`src/hdl/dfd_pkg.sv`:
```
// Package for the dual format serial deframer.
// Holds the word types, frame kinds, end codes and marker bytes.
// Depends on nothing.
package dfd_pkg;

    localparam logic       OP_BYTE          = 1'b0;
    localparam logic       OP_IDLE          = 1'b1;

    localparam logic [7:0] START_A          = 8'h02;
    localparam logic [7:0] END_A            = 8'h03;
    localparam logic [7:0] START_B          = 8'h55;
    localparam logic [7:0] END_B            = 8'hAA;
    localparam logic [7:0] LEFT_IDLE        = 8'hFF;
    localparam logic [7:0] IDLE_LIMIT_RESET = 8'd100;

    localparam logic [8:0] LEN_POS_A        = 9'd2;
    localparam logic [8:0] LEN_POS_B        = 9'd1;
    localparam logic [7:0] LEN_ADD_A        = 8'd4;
    localparam logic [7:0] LEN_ADD_B        = 8'd3;

    typedef enum logic [1:0] {
        KIND_NONE = 2'd0,
        KIND_A    = 2'd1,
        KIND_B    = 2'd2
    } t_frame_kind;

    typedef enum logic [1:0] {
        END_NONE    = 2'd0,
        END_GOOD    = 2'd1,
        END_BAD     = 2'd2,
        END_TIMEOUT = 2'd3
    } t_end_status;

    typedef struct packed {
        logic       op;
        logic [7:0] rx_byte;
    } t_in_word;

    typedef struct packed {
        logic       body_valid;
        logic       frame_start;
        logic [1:0] frame_type;
        logic [8:0] body_position;
        logic [7:0] body_byte;
        logic [1:0] end_status;
    } t_out_word;

endpackage

```
`src/hdl/dual_format_uart_deframer.sv`:
```
// Top level of the dual format serial deframer.
// Depends on dfd_pkg, dfd_in_stage and dfd_core.
//
//   Channel   Direction  Handshake                 Payload
//   in        input      i_in_valid / o_in_ready   i_in_word   (t_in_word)
//   out       output     o_out_valid / i_out_ready o_out_word  (t_out_word)
//   cfg       input      i_cfg_wr_en               i_cfg_wr_data (idle limit)
//
// Each word's result word passes through the input register and then the result register; one word
// is accepted every cycle while the output is not stalled, as the frame state is updated once per word.
// Reset is synchronous and clears the frame state and sets the idle limit to 100.
// A stalled output holds its result while the input register takes one more word.
module dual_format_uart_deframer (
    input  logic               i_clk,
    input  logic               i_rst_n,
    input  logic               i_in_valid,
    output logic               o_in_ready,
    input  dfd_pkg::t_in_word   i_in_word,
    output logic               o_out_valid,
    input  logic               i_out_ready,
    output dfd_pkg::t_out_word  o_out_word,
    input  logic               i_cfg_wr_en,
    input  logic [7:0]         i_cfg_wr_data
);
    import dfd_pkg::*;

    logic     stage_valid;
    logic     stage_take;
    t_in_word stage_word;

    dfd_in_stage u_in_stage (
        .i_clk   (i_clk),
        .i_rst_n (i_rst_n),
        .i_valid (i_in_valid),
        .o_ready (o_in_ready),
        .i_word  (i_in_word),
        .o_valid (stage_valid),
        .i_take  (stage_take),
        .o_word  (stage_word)
    );

    dfd_core u_core (
        .i_clk         (i_clk),
        .i_rst_n       (i_rst_n),
        .i_cfg_wr_en   (i_cfg_wr_en),
        .i_cfg_wr_data (i_cfg_wr_data),
        .i_valid       (stage_valid),
        .o_take        (stage_take),
        .i_word        (stage_word),
        .o_out_valid   (o_out_valid),
        .i_out_ready   (i_out_ready),
        .o_out_word    (o_out_word)
    );

endmodule

```
`src/hdl/dfd_in_stage.sv`:
```
// Input register of the deframer: holds one accepted word for the core.
// Depends on dfd_pkg.
module dfd_in_stage (
    input  logic             i_clk,
    input  logic             i_rst_n,
    input  logic             i_valid,
    output logic             o_ready,
    input  dfd_pkg::t_in_word i_word,
    output logic             o_valid,
    input  logic             i_take,
    output dfd_pkg::t_in_word o_word
);
    import dfd_pkg::*;

    logic     r_valid;
    t_in_word r_word;

    assign o_ready = !r_valid || i_take;
    assign o_valid = r_valid;
    assign o_word  = r_word;

    always_ff @(posedge i_clk) begin
        if (!i_rst_n) begin
            r_valid <= 1'b0;
        end else if (o_ready) begin
            r_valid <= i_valid;
        end
    end

    always_ff @(posedge i_clk) begin
        if (o_ready && i_valid) begin
            r_word <= i_word;
        end
    end

endmodule

```
`src/hdl/dfd_core.sv`:
```
// Frame tracking state, per word step logic and the result register.
// Depends on dfd_pkg.
module dfd_core (
    input  logic              i_clk,
    input  logic              i_rst_n,
    input  logic              i_cfg_wr_en,
    input  logic [7:0]        i_cfg_wr_data,
    input  logic              i_valid,
    output logic              o_take,
    input  dfd_pkg::t_in_word  i_word,
    output logic              o_out_valid,
    input  logic              i_out_ready,
    output dfd_pkg::t_out_word o_out_word
);
    import dfd_pkg::*;

    logic [7:0]  r_idle_limit;
    t_frame_kind r_open_kind, n_open_kind;
    logic [8:0]  r_bytes_seen, n_bytes_seen;
    logic [7:0]  r_bytes_left, n_bytes_left;
    logic [7:0]  r_idle_count, n_idle_count;
    logic        r_out_valid;
    t_out_word   r_out_word, n_out_word;

    logic        fire;
    logic [7:0]  idle_inc;
    logic [8:0]  len_pos;
    logic [7:0]  len_add;
    logic [7:0]  end_mark;
    logic [7:0]  left_load;

    assign o_take      = !r_out_valid || i_out_ready;
    assign fire        = i_valid && o_take;
    assign o_out_valid = r_out_valid;
    assign o_out_word  = r_out_word;
    assign idle_inc    = r_idle_count + 8'd1;

    always_comb begin
        case (r_open_kind)
            KIND_A: begin
                len_pos  = LEN_POS_A;
                len_add  = LEN_ADD_A;
                end_mark = END_A;
            end
            default: begin
                len_pos  = LEN_POS_B;
                len_add  = LEN_ADD_B;
                end_mark = END_B;
            end
        endcase
    end

    assign left_load = (r_bytes_seen == len_pos) ? (i_word.rx_byte + len_add) : r_bytes_left;

    always_comb begin
        n_open_kind  = r_open_kind;
        n_bytes_seen = r_bytes_seen;
        n_bytes_left = r_bytes_left;
        n_idle_count = r_idle_count;
        n_out_word   = '0;
        if (i_word.op == OP_IDLE) begin
            if (r_open_kind != KIND_NONE) begin
                n_idle_count = idle_inc;
                if (idle_inc > r_idle_limit) begin
                    n_out_word.frame_type = r_open_kind;
                    n_out_word.end_status = END_TIMEOUT;
                    n_open_kind           = KIND_NONE;
                    n_bytes_seen          = '0;
                    n_bytes_left          = LEFT_IDLE;
                    n_idle_count          = '0;
                end
            end
        end else begin
            n_idle_count = '0;
            if (r_open_kind == KIND_NONE) begin
                case (i_word.rx_byte)
                    START_A: begin
                        n_open_kind            = KIND_A;
                        n_out_word.frame_start = 1'b1;
                        n_out_word.frame_type  = KIND_A;
                    end
                    START_B: begin
                        n_open_kind            = KIND_B;
                        n_out_word.frame_start = 1'b1;
                        n_out_word.frame_type  = KIND_B;
                    end
                    default: begin
                    end
                endcase
            end else begin
                n_out_word.frame_type    = r_open_kind;
                n_out_word.body_valid    = 1'b1;
                n_out_word.body_position = r_bytes_seen;
                n_out_word.body_byte     = i_word.rx_byte;
                n_bytes_left             = left_load - 8'd1;
                n_bytes_seen             = r_bytes_seen + 9'd1;
                if (n_bytes_left == 8'd0) begin
                    n_out_word.end_status = (i_word.rx_byte == end_mark) ? END_GOOD : END_BAD;
                    n_open_kind           = KIND_NONE;
                    n_bytes_seen          = '0;
                    n_bytes_left          = LEFT_IDLE;
                end
            end
        end
    end

    always_ff @(posedge i_clk) begin
        if (!i_rst_n) begin
            r_idle_limit <= IDLE_LIMIT_RESET;
        end else if (i_cfg_wr_en) begin
            r_idle_limit <= i_cfg_wr_data;
        end
    end

    always_ff @(posedge i_clk) begin
        if (!i_rst_n) begin
            r_open_kind  <= KIND_NONE;
            r_bytes_seen <= '0;
            r_bytes_left <= LEFT_IDLE;
            r_idle_count <= '0;
        end else if (fire) begin
            r_open_kind  <= n_open_kind;
            r_bytes_seen <= n_bytes_seen;
            r_bytes_left <= n_bytes_left;
            r_idle_count <= n_idle_count;
        end
    end

    always_ff @(posedge i_clk) begin
        if (!i_rst_n) begin
            r_out_valid <= 1'b0;
        end else if (o_take) begin
            r_out_valid <= i_valid;
        end
    end

    always_ff @(posedge i_clk) begin
        if (fire) begin
            r_out_word <= n_out_word;
        end
    end

endmodule

```
`config.mk`:
```
export PLATFORM = sky130hd
export DESIGN_NAME = dual_format_uart_deframer
export DESIGN_NICKNAME = d
export VERILOG_FILES = /design/src/hdl/dfd_pkg.sv /design/src/hdl/dual_format_uart_deframer.sv /design/src/hdl/dfd_in_stage.sv /design/src/hdl/dfd_core.sv
export SDC_FILE = /design/constraint.sdc
export NUM_CORES = 1
export LEC_CHECK = 0
export BUFFER_PORTS_ARGS = -buffer_cell sky130_fd_sc_hd__buf_2
export CAP_MARGIN = 10
export CORE_ASPECT_RATIO = 1.75
export CORE_MARGIN = 2
export CORE_UTILIZATION = 58
export DETAILED_ROUTE_END_ITERATION = 7
export PLACE_DENSITY = 0.8
export SLEW_MARGIN = 20
export SYNTH_ARGS = -nofsm -noshare
export SYNTH_HDL_FRONTEND = slang
export SYNTH_SLANG_ARGS = --single-unit
export TNS_END_PERCENT = 30
```
`constraint.sdc`:
```
create_clock -name i_clk -period 4.2 [get_ports i_clk]
set_input_delay 0.42 -clock i_clk [delete_from_list [all_inputs] [get_ports i_clk]]
set_output_delay 0.42 -clock i_clk [all_outputs]
set_load 0.01 [all_outputs]
```
* Word-level counts from Yosys, hierarchy flattened
Cells that the tools add are included.
** Cells by class
- Mux-type cells :: 35
- Add/subtract/negate cells :: 4
- Order comparisons :: 1
- Bitwise gates (word level) :: 1
- Reduce and logical (&&, ||, !) cells :: 15
- Eq/ne operators :: 9
** Operators by type and width (number)
- 8-bit two-way mux :: 10
- 9-bit two-way mux :: 5
- 2-bit two-way mux :: 16
- 9-bit by 1-bit adder with 9-bit output (second input constant) :: 1
- 9-bit by 2-bit equality test with 1-bit output :: 1
- 8-bit by 1-bit adder with 8-bit output (second input constant) :: 1
- 8-bit by 3-bit adder with 8-bit output :: 1
- 8-bit by 2-bit equality test with 1-bit output (second input constant) :: 1
- 8-bit by 7-bit equality test with 1-bit output (second input constant) :: 1
- 8-bit equality test :: 1
- 8-bit > comparator :: 1
- 8-bit logical NOT :: 1
- 8-bit by 1-bit subtractor with 8-bit output (second input constant) :: 1
- 3-bit one-hot mux with 2 select lines :: 1
- 5-bit AND reduction :: 1
- 2-bit by 1-bit != test with 1-bit output (second input constant) :: 2
- 4-bit != test (second input constant) :: 1
- 2-bit one-hot mux with 2 select lines :: 1
- 4-bit AND reduction :: 1
- 2-bit OR reduction :: 2
- 3-bit two-way mux :: 1
- 3-bit nonzero test :: 1
- 2-bit by 1-bit equality test with 1-bit output (second input constant) :: 1
- 1-bit logical AND :: 2
- other kinds (8) :: 10
** Word-level totals
- Logic and storage cells :: 80
- Input port bits :: 22
- Output and inout port bits :: 25
- Bits in registers :: 69

* Longest topological paths before layout
- Word-level depth :: 9
- Gate-level depth with buffers :: 15
- Depth with buffers taken out :: 13

* Modules after synthesis
Synthesis repeated with hierarchy kept, for this count alone.
** Second synthesis, totals
- Cell total of the unflattened synthesis :: 379
- Area total of the unflattened synthesis :: 3731.1 um^2
** By module, submodules not included
- dfd_core :: cells each 365, seq. area each 1411.4 um^2, area each 3403.3 um^2, instances 1
- dfd_in_stage :: cells each 14, seq. area each 290.3 um^2, area each 327.8 um^2, instances 1

* Worst setup path before layout
Ideal clock, no wire load.
- Path kind :: register to register
- Start :: register u_core.r_bytes_seen[5]
- End :: register u_core.r_open_kind[1]
- Path slack :: 0.956 ns
- Period minus slack after synthesis :: 3.244 ns
- Arrival :: 3.130 ns
- Setup time :: 0.114 ns
- Cell stages (with the launch flop) :: 14
- Path buffers :: 1
- Data required time :: 4.086 ns
- Cells stage by stage :: dfxtp_1 -> or4_4 -> nor4_4 -> and2_1 -> buf_6 -> nand2_1 -> a21boi_0 -> ha_1 -> inv_1 -> a21oi_1 -> nand4b_1 -> or3b_1 -> or3_1 -> a21bo_1
** On the way
- Longest elaborated chain between the ends :: 6
** Ends and longest elaborated chain
- start: declaration :: RTL line dfd_core.sv:19 : logic [8:0] r_bytes_seen, n_bytes_seen;
- start signal: assignment :: RTL line dfd_core.sv:123 : r_bytes_seen <= n_bytes_seen;
- 9-bit by 2-bit equality test with 1-bit output :: RTL line dfd_core.sv:53 : assign left_load = (r_bytes_seen == len_pos) ? (i_word.rx_byte + len_add) : r_bytes_left;
- 8-bit two-way mux :: RTL line dfd_core.sv:53
- 8-bit by 1-bit subtractor with 8-bit output :: RTL line dfd_core.sv:95 : n_bytes_left = left_load - 8'd1;
- 8-bit logical NOT :: RTL line dfd_core.sv:97 : if (n_bytes_left == 8'd0) begin
- 3-bit nonzero test (no line)
- 5-bit AND reduction (no line)
- end signal: assignment :: RTL line dfd_core.sv:122 : r_open_kind <= n_open_kind;
- end: declaration :: RTL line dfd_core.sv:18 : t_frame_kind r_open_kind, n_open_kind;
Every way passes these cells.
A chain may end at the register's enable or synchronous reset.

==> out/summary.txt <==
Detailed Route WL: 7790 um
Initial DRT Pass Iterations: 4
# IOs: 47
non-filler cells, final: 502
Final Power: 1.42 mW
worst-skew pair later-pin latency: 340 ps
DR WL met2: 4400 um
status: completed
final core occ: 67.6%
first-pass GRT wire length: 13500 um
nets: 455
leading area contributor after synthesis: edfxtp_1
Max Slew Vio Count: 0
ANT nets after route: 0
Area Growth Syn to Fin: 13.9%
Post-Place Cells: 486
Remaining Overflow, GRT: 0
count of final hold-check violations: 0
commonest non-fill, non-tap cell in the layout: buf_2
Yosys cell types: 62
Final setup viols: 0
# fillers: 527
Synth area leaders: edfxtp_1, dfxtp_1, ha_1
buffer depth of the longest clock path: 2
critical path required time: 4360 ps
slew margin rel.: 34.6%
Setup Skew: 4.85 ps
post-synth top area share: 26.2%
Post-CTS Resized: 0
MaxCap Viol Count: 0
Metal-1 WL: 3010 um
routed wire length on met3: 207 um
Starting Density: 59.4%
CP Class: register to register
Top FF cell, synth: dfxtp_1
EDFF count, synth: 32
H-Tree Depth: 3
HP Class: input port to register
DRC: 0
TritonCTS Sinks: 69
CTS Buf Count: 9
clock slew at reported path FFs: 70 ps
Ys Warns: 0
Post-CTS Setup Bufs: 0
cts hold-fix bufs: 0
post-synthesis register bit count: 69
Port Buffer Count: 46
syn_nets: 409
maximum clock frequency: 0.262 GHz
cell count after synthesis: 371
largest net degree at the start of global routing: 25
Routed WL per cell: 15.5 um
Final Cell Area: 4180 um^2
Worst-Margin Slew: 977 ps
endpoint class of the critical path: register
FFs w/ async S/R, synth: 0%
RSZ-0062 raised after global routing: no
initial antenna violation count: 0
Core Region: 6180 um^2
leak pwr: 1.69 nW
vias in the first global route: 2954
Final Cycle Share: 90.8%
RD Place Congestion: 0.888
Starting DRT DRC Count: 106
post-DP HPWL: 5780 um
fin crit period: 3810 ps
die height: 109 um
layout cell share with drive strength beyond 1: 18.7%
DR vias/cell: 5.70
Startpoint Class: register
post-synthesis sequential area ratio: 46.4%
Max Used Layer: met4
Die Area: 7010 um^2
DP Area: 3950 um^2
DR vias: 2863
Post-Synthesis Cell Area: 3670 um^2
crit path DAT: 3970 ps
CTS root buffer: clkbuf_8
Die Wd: 64.1 um
IR drop worst, VDD: 0.000293 V
final setup TNS: 0 ps
GRT Total Usage: 24.9%
num rows: 38
CTS tree: built
maximum fanout along the worst path: 10
syn_area_per_cell: 9.89 um^2
Diodes inserted: 0
Power Dens Cells: 339 nW/um^2
most frequent cells in the layout: buf_2, nand2_1, dfxtp_1
==> layout make-up <==
class / instances / area, um^2 / share of cell area, %
clock buffers: 13 / 180 / 4.31
clock inverters: 3 / 40.0 / 0.958
inverters: 17 / 63.8 / 1.53
multi-input cells: 273 / 1860 / 44.4
flip-flops and latches: 69 / 1700 / 40.7
well taps: 80 / 100 / 2.39
repair buffers: 47 / 238 / 5.69
==> metal layers <==
metal  track usage [%]  vias up
li1                  -     1410
met1              26.1     1379
met2              46.4       59
met3              4.75       15
met4              12.8        0
met5                 0        -
==> power breakdown <==
part           internal, mW  switching (mW)
Clock                 0.341           0.245
Combinational        0.0385          0.0564
Sequential            0.723          0.0140
==> through the flow <==
step	hold slack [ps]	setup WS, ps
floorplan	438	956
global placement	451	342
detailed placement	472	300
CTS	229	275
global route	227	118
finish	249	389
==> cell usage after synthesis, types with 12 or more instances <==
cell type	n
nand2_1	41
dfxtp_1	37
edfxtp_1	32
nor2_1	25
and2_1	19
inv_1	16
ha_1	15
nor2b_1	15
xnor2_1	15
o21ai_0	13
a21oi_1	12
nand3_1	12
nor3_1	12
==> final timing paths <==
check / from / to / slack [ps] / depth (start not counted)
max: u_core.r_open_kind[1] / u_core.o_out_word[1] / 390 / 13
min: i_in_word[4] / u_in_stage.o_word[4] / 250 / 1
max reg2reg: u_core.r_open_kind[1] / u_core.o_out_word[1] / 390 / 13
min reg2reg: u_core.r_bytes_left[7] / u_core.r_bytes_left[7] / 480 / 2
==> flip-flops by register name (all words and copies together) (netlist names) <==
name	flops
u_in_stage.o_valid	1
u_core.r_idle_limit	8
u_core.o_out_word	23
u_core.r_open_kind	2
u_core.r_bytes_left	8
u_core.r_bytes_seen	9
u_core.r_idle_count	8
u_in_stage.o_word	9
u_core.o_out_valid	1
==> critical path, cell delays in order, from the launching register on <==
cell,delay [ps]
dfxtp_1,490
nand2b_1,300
inv_2,70
o22ai_1,420
and2_2,370
nand2_1,100
a21boi_0,150
ha_1,270
inv_1,110
a21oi_1,40
nand4b_1,170
or3b_1,500
or3_1,410
o22ai_1,200
==> cell families (layout without fill, tap and decap cells) <==
| kind of cell | after synthesis | count (layout) | share of synthesized area [%] |
|---|---|---|---|
| flops | 69 | 69 | 46.4 |
| simple gates | 158 | 158 | 23.0 |
| compound gates | 65 | 65 | 13.1 |
| xor+xnor | 24 | 24 | 5.93 |
| mux | 10 | 10 | 2.76 |
| fa+ha+maj | 16 | 16 | 5.66 |
| buf+inv | 29 | 80 | 3.24 |
Power figures use the tool's default switching activity.
